## src/rtl/hpfd_pkg.sv

```systemverilog
// package for the serial frame decoder: byte codes, types and queue sizing
// no dependencies
`timescale 1ns / 1ps

package hpfd_pkg;

    localparam logic [7:0] BYTE_START = 8'hFE;
    localparam logic [7:0] BYTE_SYNC  = 8'hAA;
    localparam logic [7:0] BYTE_END   = 8'h55;
    localparam logic [7:0] TYPE_B4    = 8'hB4;
    localparam logic [7:0] TYPE_SET   = 8'h02;
    localparam logic [7:0] TYPE_STAT  = 8'hB1;
    localparam logic [7:0] HEAT_OFF   = 8'h00;
    localparam logic [7:0] HEAT_ON    = 8'h64;
    localparam logic [7:0] MODE_OFF   = 8'h00;
    localparam logic [7:0] MODE_PUMP  = 8'h11;
    localparam logic [7:0] MODE_ELEC  = 8'h40;
    localparam logic [7:0] MODE_BOTH  = 8'h51;
    localparam logic [7:0] TEMP_BIAS  = 8'd30;
    localparam logic [7:0] LIMIT_RST  = 8'd100;
    localparam logic [7:0] COUNT_MAX  = 8'd255;

    localparam logic [7:0] OFS_TYPE  = 8'd2;
    localparam logic [7:0] OFS_SETP  = 8'd6;
    localparam logic [7:0] OFS_HEAT  = 8'd10;
    localparam logic [7:0] OFS_TEMP1 = 8'd16;
    localparam logic [7:0] OFS_MODE  = 8'd21;
    localparam logic [7:0] OFS_TEMP2 = 8'd23;

    localparam int Q_AW    = 2;
    localparam int Q_DEPTH = 1 << Q_AW;

    typedef enum logic [1:0] {
        ST_HUNT,
        ST_SYNC,
        ST_FRAME
    } t_stage;

    typedef enum logic {
        KIND_FRAME    = 1'b0,
        KIND_OVERFLOW = 1'b1
    } t_kind;

    typedef enum logic [1:0] {
        CLS_B4      = 2'd0,
        CLS_SET     = 2'd1,
        CLS_STAT    = 2'd2,
        CLS_UNKNOWN = 2'd3
    } t_class;

    typedef enum logic [1:0] {
        PUMP_OFF   = 2'd0,
        PUMP_ON    = 2'd1,
        PUMP_OTHER = 2'd2
    } t_pump;

    typedef enum logic [2:0] {
        HMODE_OFF   = 3'd0,
        HMODE_PUMP  = 3'd1,
        HMODE_ELEC  = 3'd2,
        HMODE_BOTH  = 3'd3,
        HMODE_OTHER = 3'd4
    } t_hmode;

    typedef struct packed {
        t_kind      kind;
        logic [7:0] count;
        logic [7:0] type_b;
        logic [7:0] setp_b;
        logic [7:0] heat_b;
        logic [7:0] temp1_b;
        logic [7:0] mode_b;
        logic [7:0] temp2_b;
    } t_rec;

endpackage

```

## src/rtl/heat_pump_frame_decoder.sv

```systemverilog
// serial frame decoder: one byte per cycle while the record queue is not full; results leave through an output register
// a result is written into the record queue and then into the output register before it is valid
// throughput: one byte per cycle while the queue is not full, set by the front end state update
// a four-entry record queue lets the front end keep running while the output stalls, until the queue is full
// reset: synchronous active low, clears frame state, queue and output valid, limit to 100
// depends on hpfd_pkg, hpfd_front, hpfd_queue, hpfd_back
`timescale 1ns / 1ps

module heat_pump_frame_decoder (
    input  logic              i_clk,
    input  logic              i_rst_n,
    input  logic              i_cfg_we,
    input  logic [7:0]        i_cfg_data,
    input  logic              i_in_valid,
    output logic              o_in_ready,
    input  logic [7:0]        i_rx_byte,
    output logic              o_out_valid,
    input  logic              i_out_ready,
    output logic              o_result_kind,
    output logic [1:0]        o_msg_class,
    output logic [7:0]        o_frame_length,
    output logic [7:0]        o_setpoint,
    output logic [1:0]        o_pump_heating,
    output logic [2:0]        o_heating_mode,
    output logic signed [8:0] o_temp_one_half,
    output logic signed [8:0] o_temp_two_half,
    output logic signed [7:0] o_panel_temp
);
    import hpfd_pkg::*;

    logic w_accept;
    logic w_push;
    logic w_pop;
    logic w_empty;
    logic w_full;
    t_rec w_front_rec;
    t_rec w_queue_rec;

    assign o_in_ready = !w_full;
    assign w_accept   = i_in_valid && o_in_ready;

    hpfd_front u_front (
        .i_clk      (i_clk),
        .i_rst_n    (i_rst_n),
        .i_cfg_we   (i_cfg_we),
        .i_cfg_data (i_cfg_data),
        .i_accept   (w_accept),
        .i_rx_byte  (i_rx_byte),
        .o_push     (w_push),
        .o_rec      (w_front_rec)
    );

    hpfd_queue u_queue (
        .i_clk   (i_clk),
        .i_rst_n (i_rst_n),
        .i_push  (w_push),
        .i_rec   (w_front_rec),
        .i_pop   (w_pop),
        .o_rec   (w_queue_rec),
        .o_empty (w_empty),
        .o_full  (w_full)
    );

    hpfd_back u_back (
        .i_clk           (i_clk),
        .i_rst_n         (i_rst_n),
        .i_rec           (w_queue_rec),
        .i_empty         (w_empty),
        .o_pop           (w_pop),
        .o_out_valid     (o_out_valid),
        .i_out_ready     (i_out_ready),
        .o_result_kind   (o_result_kind),
        .o_msg_class     (o_msg_class),
        .o_frame_length  (o_frame_length),
        .o_setpoint      (o_setpoint),
        .o_pump_heating  (o_pump_heating),
        .o_heating_mode  (o_heating_mode),
        .o_temp_one_half (o_temp_one_half),
        .o_temp_two_half (o_temp_two_half),
        .o_panel_temp    (o_panel_temp)
    );

`ifndef ASSERT_OFF
    a_no_push_when_full : assert property (@(posedge i_clk) disable iff (!i_rst_n)
        w_push |-> !w_full)
        else $error("record pushed into a full queue");

    a_overflow_zeroed : assert property (@(posedge i_clk) disable iff (!i_rst_n)
        (o_out_valid && o_result_kind) |->
        (o_msg_class == 2'd0 && o_setpoint == 8'd0 && o_panel_temp == 8'sd0
         && o_temp_one_half == 9'sd0 && o_temp_two_half == 9'sd0))
        else $error("overflow report carries frame fields");

    a_frame_min_length : assert property (@(posedge i_clk) disable iff (!i_rst_n)
        (o_out_valid && !o_result_kind) |-> (o_frame_length >= 8'd4))
        else $error("decoded frame shorter than start and end pairs");

    a_pop_needs_data : assert property (@(posedge i_clk) disable iff (!i_rst_n)
        w_pop |-> !w_empty)
        else $error("record popped from an empty queue");
`endif

endmodule

```

## src/rtl/hpfd_front.sv

```systemverilog
// front end: start/end pair hunting, offset capture, overflow check
// depends on hpfd_pkg
`timescale 1ns / 1ps

module hpfd_front (
    input  logic          i_clk,
    input  logic          i_rst_n,
    input  logic          i_cfg_we,
    input  logic [7:0]    i_cfg_data,
    input  logic          i_accept,
    input  logic [7:0]    i_rx_byte,
    output logic          o_push,
    output hpfd_pkg::t_rec o_rec
);
    import hpfd_pkg::*;

    t_stage     r_stage, n_stage;
    logic       r_end, n_end;
    logic [7:0] r_count, n_count;
    logic [7:0] r_limit;
    logic [7:0] r_type, n_type;
    logic [7:0] r_setp, n_setp;
    logic [7:0] r_heat, n_heat;
    logic [7:0] r_temp1, n_temp1;
    logic [7:0] r_mode, n_mode;
    logic [7:0] r_temp2, n_temp2;

    always_ff @(posedge i_clk) begin
        if (!i_rst_n) begin
            r_stage <= ST_HUNT;
            r_end   <= 1'b0;
            r_count <= '0;
            r_limit <= LIMIT_RST;
            r_type  <= '0;
            r_setp  <= '0;
            r_heat  <= '0;
            r_temp1 <= '0;
            r_mode  <= '0;
            r_temp2 <= '0;
        end else begin
            r_stage <= n_stage;
            r_end   <= n_end;
            r_count <= n_count;
            r_type  <= n_type;
            r_setp  <= n_setp;
            r_heat  <= n_heat;
            r_temp1 <= n_temp1;
            r_mode  <= n_mode;
            r_temp2 <= n_temp2;
            if (i_cfg_we) begin
                r_limit <= i_cfg_data;
            end
        end
    end

    always_comb begin
        logic chk;
        n_stage = r_stage;
        n_end   = r_end;
        n_count = r_count;
        n_type  = r_type;
        n_setp  = r_setp;
        n_heat  = r_heat;
        n_temp1 = r_temp1;
        n_mode  = r_mode;
        n_temp2 = r_temp2;
        o_push  = 1'b0;
        o_rec   = '0;
        chk     = 1'b0;
        if (i_accept) begin
            case (r_stage)
                ST_HUNT: begin
                    if (i_rx_byte == BYTE_START) begin
                        n_end   = 1'b0;
                        n_count = 8'd1;
                        n_type  = '0;
                        n_setp  = '0;
                        n_heat  = '0;
                        n_temp1 = '0;
                        n_mode  = '0;
                        n_temp2 = '0;
                        n_stage = ST_SYNC;
                        chk     = 1'b1;
                    end
                end
                ST_SYNC: begin
                    n_end   = 1'b0;
                    n_type  = '0;
                    n_setp  = '0;
                    n_heat  = '0;
                    n_temp1 = '0;
                    n_mode  = '0;
                    n_temp2 = '0;
                    if (i_rx_byte == BYTE_SYNC) begin
                        n_count = 8'd2;
                        n_stage = ST_FRAME;
                        chk     = 1'b1;
                    end else begin
                        n_count = '0;
                        n_stage = ST_HUNT;
                    end
                end
                ST_FRAME: begin
                    if (r_count == OFS_TYPE)  n_type  = i_rx_byte;
                    if (r_count == OFS_SETP)  n_setp  = i_rx_byte;
                    if (r_count == OFS_HEAT)  n_heat  = i_rx_byte;
                    if (r_count == OFS_TEMP1) n_temp1 = i_rx_byte;
                    if (r_count == OFS_MODE)  n_mode  = i_rx_byte;
                    if (r_count == OFS_TEMP2) n_temp2 = i_rx_byte;
                    if (r_count != COUNT_MAX) begin
                        n_count = r_count + 8'd1;
                    end
                    if (i_rx_byte == BYTE_END && !r_end) begin
                        n_end = 1'b1;
                        chk   = 1'b1;
                    end else if (i_rx_byte == BYTE_START && r_end) begin
                        o_push        = 1'b1;
                        o_rec.kind    = KIND_FRAME;
                        o_rec.count   = n_count;
                        o_rec.type_b  = n_type;
                        o_rec.setp_b  = n_setp;
                        o_rec.heat_b  = n_heat;
                        o_rec.temp1_b = n_temp1;
                        o_rec.mode_b  = n_mode;
                        o_rec.temp2_b = n_temp2;
                        n_stage = ST_HUNT;
                        n_end   = 1'b0;
                        n_count = '0;
                        n_type  = '0;
                        n_setp  = '0;
                        n_heat  = '0;
                        n_temp1 = '0;
                        n_mode  = '0;
                        n_temp2 = '0;
                    end else begin
                        n_end = 1'b0;
                        chk   = 1'b1;
                    end
                end
                default: begin
                    n_stage = ST_HUNT;
                end
            endcase
            if (chk && (n_count > r_limit)) begin
                o_push      = 1'b1;
                o_rec       = '0;
                o_rec.kind  = KIND_OVERFLOW;
                o_rec.count = n_count;
            end
        end
    end

endmodule

```

## src/rtl/hpfd_queue.sv

```systemverilog
// short record queue between the front end and the decoder
// depends on hpfd_pkg
`timescale 1ns / 1ps

module hpfd_queue (
    input  logic           i_clk,
    input  logic           i_rst_n,
    input  logic           i_push,
    input  hpfd_pkg::t_rec i_rec,
    input  logic           i_pop,
    output hpfd_pkg::t_rec o_rec,
    output logic           o_empty,
    output logic           o_full
);
    import hpfd_pkg::*;

    t_rec            r_mem [Q_DEPTH];
    logic [Q_AW-1:0] r_wptr, n_wptr;
    logic [Q_AW-1:0] r_rptr, n_rptr;
    logic [Q_AW:0]   r_fill, n_fill;

    always_ff @(posedge i_clk) begin
        if (!i_rst_n) begin
            r_wptr <= '0;
            r_rptr <= '0;
            r_fill <= '0;
        end else begin
            r_wptr <= n_wptr;
            r_rptr <= n_rptr;
            r_fill <= n_fill;
        end
    end

    always_ff @(posedge i_clk) begin
        if (i_push) begin
            r_mem[r_wptr] <= i_rec;
        end
    end

    always_comb begin
        n_wptr = r_wptr;
        n_rptr = r_rptr;
        n_fill = r_fill;
        if (i_push) begin
            n_wptr = r_wptr + 1'b1;
        end
        if (i_pop) begin
            n_rptr = r_rptr + 1'b1;
        end
        case ({i_push, i_pop})
            2'b10:   n_fill = r_fill + 1'b1;
            2'b01:   n_fill = r_fill - 1'b1;
            default: n_fill = r_fill;
        endcase
    end

    assign o_rec   = r_mem[r_rptr];
    assign o_empty = (r_fill == '0);
    assign o_full  = (r_fill == (Q_AW + 1)'(Q_DEPTH));

endmodule

```

## src/rtl/hpfd_back.sv

```systemverilog
// back end: decodes queued records into result fields, output register
// depends on hpfd_pkg
`timescale 1ns / 1ps

module hpfd_back (
    input  logic              i_clk,
    input  logic              i_rst_n,
    input  hpfd_pkg::t_rec    i_rec,
    input  logic              i_empty,
    output logic              o_pop,
    output logic              o_out_valid,
    input  logic              i_out_ready,
    output logic              o_result_kind,
    output logic [1:0]        o_msg_class,
    output logic [7:0]        o_frame_length,
    output logic [7:0]        o_setpoint,
    output logic [1:0]        o_pump_heating,
    output logic [2:0]        o_heating_mode,
    output logic signed [8:0] o_temp_one_half,
    output logic signed [8:0] o_temp_two_half,
    output logic signed [7:0] o_panel_temp
);
    import hpfd_pkg::*;

    logic              r_valid;
    t_kind             r_kind, n_kind;
    t_class            r_cls, n_cls;
    logic [7:0]        r_len, n_len;
    logic [7:0]        r_setp, n_setp;
    t_pump             r_pump, n_pump;
    t_hmode            r_mode, n_mode;
    logic signed [8:0] r_t1, n_t1;
    logic signed [8:0] r_t2, n_t2;
    logic signed [7:0] r_disp, n_disp;

    assign o_pop = !i_empty && (!r_valid || i_out_ready);

    always_ff @(posedge i_clk) begin
        if (!i_rst_n) begin
            r_valid <= 1'b0;
        end else if (o_pop) begin
            r_valid <= 1'b1;
        end else if (i_out_ready) begin
            r_valid <= 1'b0;
        end
    end

    always_ff @(posedge i_clk) begin
        if (o_pop) begin
            r_kind <= n_kind;
            r_cls  <= n_cls;
            r_len  <= n_len;
            r_setp <= n_setp;
            r_pump <= n_pump;
            r_mode <= n_mode;
            r_t1   <= n_t1;
            r_t2   <= n_t2;
            r_disp <= n_disp;
        end
    end

    always_comb begin
        t_class            cls;
        logic signed [8:0] t1;
        logic signed [8:0] t2;
        logic signed [8:0] h1;
        logic signed [8:0] h2;
        logic signed [8:0] sum;
        logic signed [8:0] half;
        if (i_rec.type_b == TYPE_B4)        cls = CLS_B4;
        else if (i_rec.type_b == TYPE_SET)  cls = CLS_SET;
        else if (i_rec.type_b == TYPE_STAT) cls = CLS_STAT;
        else                                cls = CLS_UNKNOWN;
        t1   = $signed({1'b0, i_rec.temp1_b}) - $signed({1'b0, TEMP_BIAS});
        t2   = $signed({1'b0, i_rec.temp2_b}) - $signed({1'b0, TEMP_BIAS});
        // halving rounds toward zero
        h1   = (t1 + (t1[8] ? 9'sd1 : 9'sd0)) >>> 1;
        h2   = (t2 + (t2[8] ? 9'sd1 : 9'sd0)) >>> 1;
        sum  = h1 + h2;
        half = (sum + (sum[8] ? 9'sd1 : 9'sd0)) >>> 1;

        n_kind = i_rec.kind;
        n_len  = i_rec.count;
        n_cls  = CLS_B4;
        n_setp = '0;
        n_pump = PUMP_OFF;
        n_mode = HMODE_OFF;
        n_t1   = '0;
        n_t2   = '0;
        n_disp = '0;
        if (i_rec.kind == KIND_FRAME) begin
            n_cls = cls;
            if (cls == CLS_SET) begin
                n_setp = i_rec.setp_b;
            end
            if (cls == CLS_STAT) begin
                if (i_rec.heat_b == HEAT_OFF)     n_pump = PUMP_OFF;
                else if (i_rec.heat_b == HEAT_ON) n_pump = PUMP_ON;
                else                              n_pump = PUMP_OTHER;
                if (i_rec.mode_b == MODE_OFF)       n_mode = HMODE_OFF;
                else if (i_rec.mode_b == MODE_PUMP) n_mode = HMODE_PUMP;
                else if (i_rec.mode_b == MODE_ELEC) n_mode = HMODE_ELEC;
                else if (i_rec.mode_b == MODE_BOTH) n_mode = HMODE_BOTH;
                else                                n_mode = HMODE_OTHER;
                n_t1   = t1;
                n_t2   = t2;
                n_disp = half[7:0];
            end
        end
    end

    assign o_out_valid     = r_valid;
    assign o_result_kind   = r_kind;
    assign o_msg_class     = r_cls;
    assign o_frame_length  = r_len;
    assign o_setpoint      = r_setp;
    assign o_pump_heating  = r_pump;
    assign o_heating_mode  = r_mode;
    assign o_temp_one_half = r_t1;
    assign o_temp_two_half = r_t2;
    assign o_panel_temp    = r_disp;

endmodule

```

## config.mk

```make
export PLATFORM = sky130hd
export DESIGN_NAME = heat_pump_frame_decoder
export DESIGN_NICKNAME = d
export VERILOG_FILES = /design/src/rtl/hpfd_pkg.sv /design/src/rtl/heat_pump_frame_decoder.sv /design/src/rtl/hpfd_front.sv /design/src/rtl/hpfd_queue.sv /design/src/rtl/hpfd_back.sv
export SDC_FILE = /design/constraint.sdc
export NUM_CORES = 1
export LEC_CHECK = 0
export ABC_AREA = 1
export BUFFER_PORTS_ARGS = -buffer_cell sky130_fd_sc_hd__buf_4
export CAP_MARGIN = 20
export CORE_UTILIZATION = 42
export DETAILED_ROUTE_END_ITERATION = 7
export PLACE_DENSITY_LB_ADDON = 0.1
export SYNTH_ARGS = -nofsm -noshare
export SYNTH_HDL_FRONTEND = slang
export SYNTH_SLANG_ARGS = --single-unit
```

## constraint.sdc

```tcl
create_clock -name i_clk -period 6.6 [get_ports i_clk]
set_clock_uncertainty 0.15 [all_clocks]
set_input_delay 0 -clock i_clk [delete_from_list [all_inputs] [get_ports i_clk]]
set_output_delay 0 -clock i_clk [all_outputs]
set_load 0.05 [all_outputs]
```

# Yosys cells after proc, flatten, opt, wreduce, memory -nomap -nowiden
# Memory sizes are Yosys's and may differ from the RTL's. A register that Yosys moved wholly into a read port is not among the register bits.
# Index checks and enable logic that the tools add are counted.
# classes
addsub	11
n_mul	0
div	0
magnitude_cmp	1
n_eq_ne	27
shifts	0
muxes	73
bitwise	2
n_reduce_logical	25
# op_table
cell	n
57-bit 2-to-1 mux	4
8-bit 2-to-1 mux	24
8-bit case mux with 3 select lines	7
56-bit 2-to-1 mux	1
8-bit by 5-bit equality test with 1-bit output, second input constant	4
8-bit by 7-bit equality test with 1-bit output, second input constant	4
8-bit equality test, second input constant	4
2-bit 2-to-1 mux	11
1-bit 2-to-1 mux	21
9-bit by 2-bit adder with 9-bit output	2
8-bit by 5-bit subtractor with 9-bit output, second input constant	2
8-bit by 2-bit equality test with 1-bit output, second input constant	2
8-bit zero test	2
8-bit by 8-bit adder with 9-bit output	1
9-bit adder	1
8-bit by 1-bit adder with 8-bit output, second input constant	1
8-bit by 3-bit equality test with 1-bit output, second input constant	1
8-bit by 4-bit equality test with 1-bit output, second input constant	1
8-bit > comparator	1
8-bit inequality test, second input constant	1
2-bit by 1-bit equality test with 1-bit output, second input constant	3
2-bit equality test, second input constant	3
1-bit case mux with 3 select lines	2
2-bit case mux with 3 select lines	1
22 further kinds	35
# totals
ff_bits	125
latch_bits	0
ramBits	228
mem_bits_ro	0
input_bits	21
word_cells	165
memories	1
# memory_table
memory	words	width	rd	rd_ports_with_merged_regs	write_ports	line	text
u_queue.r_mem	4	57	1	1	1	hpfd_queue.sv:17	t_rec r_mem [Q_DEPTH];

# Depth between registers and ports, before layout
# logic_depth
ltp_word	12
depth_mapped	36
ltp_nobuf	34

# By module
# A second synthesis with hierarchy kept.
# unflattened
cells_unflattened	1704
area_unflattened_um2	16432.0
# modules_own_cells
mod	n_inst	cells_each	area_per_inst_um2
hpfd_queue	1	608	8877.3
hpfd_front	1	737	4419.2
hpfd_back	1	356	3121.7
heat_pump_frame_decoder	1	3	13.8

# Worst setup path after synthesis
# Ideal clock, no wire load.
# synth_timing
path_kind	register to register
start	register u_front.r_count[1]
end	memory u_queue.r_mem[0][0] (netlist bit), enable pin
setup_time_ps	472
arrival_ps	4693
required_time_ps	5978
slack_ps	1285
stages_incl_launch_ff	18
path_cell_list	dfxtp_1 -> ha_1 -> nand2_1 -> inv_1 -> nand3_1 -> o21ai_1 -> o21bai_1 -> ha_1 -> inv_1 -> o21bai_1 -> nand2_1 -> nand2_1 -> nand2_1 -> nand2_1 -> nand4_1 -> inv_1 -> nor2_2 -> nor2_1
# synth_via
elab_chain_len	12
elab_cells_between_ends	14
classes_between	add/sub: 1; order compare: 1; eq/ne: 1; mux: 10; reduce/logical: 1
# synth_rtl
element	line	text
start: declaration	hpfd_front.sv:19	logic [7:0] r_count, n_count;
start signal: assignment	hpfd_front.sv:43	r_count <= n_count;
8-bit by 1-bit adder with 8-bit output or 8-bit inequality test (tied branches)	hpfd_front.sv:111, hpfd_front.sv:110	
8-bit 2-to-1 mux	hpfd_front.sv:110	if (r_count != COUNT_MAX) begin
8-bit 2-to-1 mux	hpfd_front.sv:116	end else if (i_rx_byte == BYTE_START && r_end) begin
8-bit 2-to-1 mux	hpfd_front.sv:113	if (i_rx_byte == BYTE_END && !r_end) begin
8-bit case mux with 3 select lines (*)	hpfd_front.sv:71	case (r_stage)
8-bit 2-to-1 mux (*)	hpfd_front.sv:70	if (i_accept) begin
8-bit > comparator (*)	hpfd_front.sv:144	if (chk && (n_count > r_limit)) begin
1-bit logical AND (*)	hpfd_front.sv:144	
1-bit 2-to-1 mux (*)	hpfd_front.sv:144	
1-bit 2-to-1 mux (*)	hpfd_front.sv:70	
1-bit 2-to-1 mux (*)	hpfd_queue.sv:35	if (i_push) begin
1-bit 2-to-1 mux (not written as such) (*)	hpfd_queue.sv:36	r_mem[r_wptr] <= i_rec;
end: declaration	hpfd_queue.sv:17	
# Every way passes the cells marked *; elsewhere a longest branch is shown, timed or not. The select of a mux whose other input is x is not followed.

==> flow_metrics.tcl <==
set metrics [dict create \
    status "completed" \
    layout-drive-gt1-share_pct 11.9 \
    cp_slowest_stage_delay_ns 0.73 \
    routed_wl_um 38700 \
    clkTransAtPathRegs_ns 0.06 \
    htree_num_levels 2 \
    core_um2 39700 \
    arrival_ns 5.47 \
    post_cts_resized 0 \
    netSwitchingFraction_pct 40.9 \
    antenna-diode-count 0 \
    ant_nets 0 \
    vias 12097 \
    avgRoutedWirePerCell_um 15.7 \
    min_period_ns 5.31 \
    cts_buffers 40 \
    grt.total_usage_pct 19.5 \
    first_global_vias 11590 \
    grt_pass1_wl_um 62600 \
    path_class "reg -> reg" \
    insertion_delay_ns 0.56 \
    ys_types 49 \
    path_buf_inv 6 \
    p_comb_share_pct 41.4 \
    worstSetupStartpointType "flip-flop" \
    synthArstFlopShare_pct 0 \
    hold_path.class "in -> reg" \
    hold_viol 0 \
    num_rows 73 \
    worstMarginPinSlew_ns 0.986 \
    start_util_pct 42.7 \
    crit_family "simple AND/OR/NAND/NOR gates" \
    end_kind "flip-flop" \
    io_pins 73 \
    internal_power_mw 5.11 \
    crit_path_frequent_cell "nand2_1" \
    crit_slowest_cell "dfxtp_4" \
    most-common-layout-cells "nand2_1, edfxtp_1, inv_1, nor2_1, o21ai_0" \
    syn_area_um2 17000 \
    setup-tns-final_ns 0 \
    syn_nets 1863 \
    hp-start "i_cfg_we" \
    syn_to_final_growth_pct 15.6 \
    port_buffers 72 \
    clkSinkCount 355 \
    finalCritPeriodShare_pct 80.5 \
    max_slew_margin_pct 34.3 \
    cts_buffer_depth 3 \
    drt_iter0_drc 709 \
    syn_avg_cell_area_um2 9.38 \
    powerDensity_nw_per_um2 441 \
    power.leakage_nw 8.00 \
    synthCells 1808 \
    sequentialPowerShare_pct 31.9 \
    die_h_um 203 \
    drc_errors 0 \
    power_frac_clock_pct 26.7 \
    overflow 0 \
    cts_tree "yes" \
    dr.pass1.iters 5 \
    synthFlopType "edfxtp_1" \
    critPathRequiredTime_ns 6.75 \
    yosys_warnings 0 \
    p_sw_mw 3.53 \
    setup_viol 0 \
    routabilityCongestion 0.863 \
    vias_per_cell 4.92 \
    antenna_found_initial 0 \
    die_area_um2 41200 \
    postSynthRegisterBits 355 \
    grt_setup_unrepaired "no" \
    fmax_ghz 0.188 \
    maxSlewViolCount 0 \
    utilization_pct 49.3 \
    ir_drop_mv 0.393 \
    cp_max_fo 53 \
    layout_commonest_cell "nand2_1" \
    hpwl_um 23200 \
    grt_max_degree 63 \
    ys_seq_area_share_pct 58.3 \
    layout.nets 1958 \
    chipWidth_um 203 \
    root_buffer "clkbuf_16" \
    synth_edf_count 278 \
    cap_violations 0 \
]
Yosys cell counts, types with 16 or more instances:
cell / instances / area (um2)
a21oi_1: 100 / 500
buf_2: 24 / 120
clkbuf_1: 23 / 86.3
dfxtp_1: 77 / 1540
edfxtp_1: 278 / 8350
ha_1: 32 / 400
inv_1: 214 / 803
nand2_1: 445 / 1670
nand3_1: 93 / 465
nor2_1: 212 / 796
nor2_4: 21 / 236
o21a_1: 24 / 180
o21ai_0: 101 / 505
o22ai_1: 16 / 100
tightest hold or removal path, stage by stage:
cell and delay [ns]:
buf_4 0.12, o21ai_0 0.08, dlygate4sd3_1 0.54
kinds of logic (layout without fill, tap and decap cells):
| group | count (synthesis) | count (layout) | share of synthesized area, % |
|---|---|---|---|
| xor+xnor | 10 | 10 | 0.517 |
| fa+ha+maj | 34 | 34 | 2.60 |
| simple gates | 837 | 837 | 21.7 |
| buf+inv | 301 | 428 | 7.96 |
| flops | 355 | 355 | 58.3 |
| compound gates | 271 | 271 | 8.84 |
final cells by class:
| type | instances | area (um2) |
|---|---|---|
| Multi-Input combinational cell | 1152 | 5760 |
| Fill cell | 3713 | 20100 |
| Clock inverter | 19 | 234 |
| Inverter | 228 | 861 |
| Tap cell | 525 | 657 |
| Clock buffer | 55 | 1140 |
| Sequential cell | 355 | 9890 |
| Timing Repair Buffer | 126 | 1060 |
per-stage QoR:
step | hold WS [ns] | setup slack [ns] | total power, mW | std cells | cell area (um2)
CTS | 0.0610 | 1.24 | 8.78 | 2459 | 19600
floorplan | -0.0389 | 1.28 | 5.64 | 1808 | 17000
finish | 0.0976 | 1.29 | 8.64 | 2460 | 19600
detailed placement | 0.0698 | 1.26 | 6.41 | 2344 | 17800
global route | 0.0917 | 0.701 | 9.29 | 2460 | 19600
global placement | 0.0736 | 1.36 | 6.39 | 2344 | 17800
state kept, by name (all words and copies together), names as in the netlist, 3 cells and up, named ones only:
| name | flops |
|---|---|
| u_queue.r_mem | 228 |
| u_back.o_temp_one_half | 9 |
| u_back.o_temp_two_half | 9 |
| u_back.o_frame_length | 8 |
| u_back.o_panel_temp | 8 |
| u_back.o_setpoint | 8 |
| u_front.r_count | 8 |
| u_front.r_heat | 8 |
| u_front.r_limit | 8 |
| u_front.r_mode | 8 |
| u_front.r_setp | 8 |
| u_front.r_temp1 | 8 |
| u_front.r_temp2 | 8 |
| u_front.r_type | 8 |
| u_back.o_heating_mode | 3 |
| u_queue.r_fill | 3 |
path summary, 6_finish.rpt:
path                                                        endpoint  slack [ns]  cells past startpoint
worst min-delay path                 u_front.r_limit[2]$_SDFFE_PN1P_         0.1                      3
worst min register to register        u_queue.r_fill[0]$_SDFFE_PN0P_        0.31                      1
worst max register to register  u_back.o_panel_temp[5]$_SDFFCE_PP0P_        1.29                     33
worst max-delay path            u_back.o_panel_temp[5]$_SDFFCE_PP0P_        1.29                     33
timing repair:
action / in CTS / in global routing
endpoints found under the hold margin: 177 / 0
hold buffers: 41 / 0
setup buffers: 0 / 0
power groups by stage:
stage / clock network (mW) / logic, mW / registers, mW
floorplan: 0 / 2.32 / 3.32
global placement: 0 / 3.59 / 2.80
detailed placement: 0 / 3.61 / 2.80
CTS: 2.37 / 3.65 / 2.76
global route: 2.45 / 4.06 / 2.78
finish: 2.31 / 3.58 / 2.75
routing by layer:
metal  track usage (%)  up-vias  routed length [um]
li1                  -     6156                   -
met1              25.4     5664               18100
met2              33.0      218               18300
met3              2.86       59                1390
met4              6.82        0                 931
met5                 0        -                   0
(Power assumes the default switching activity.)
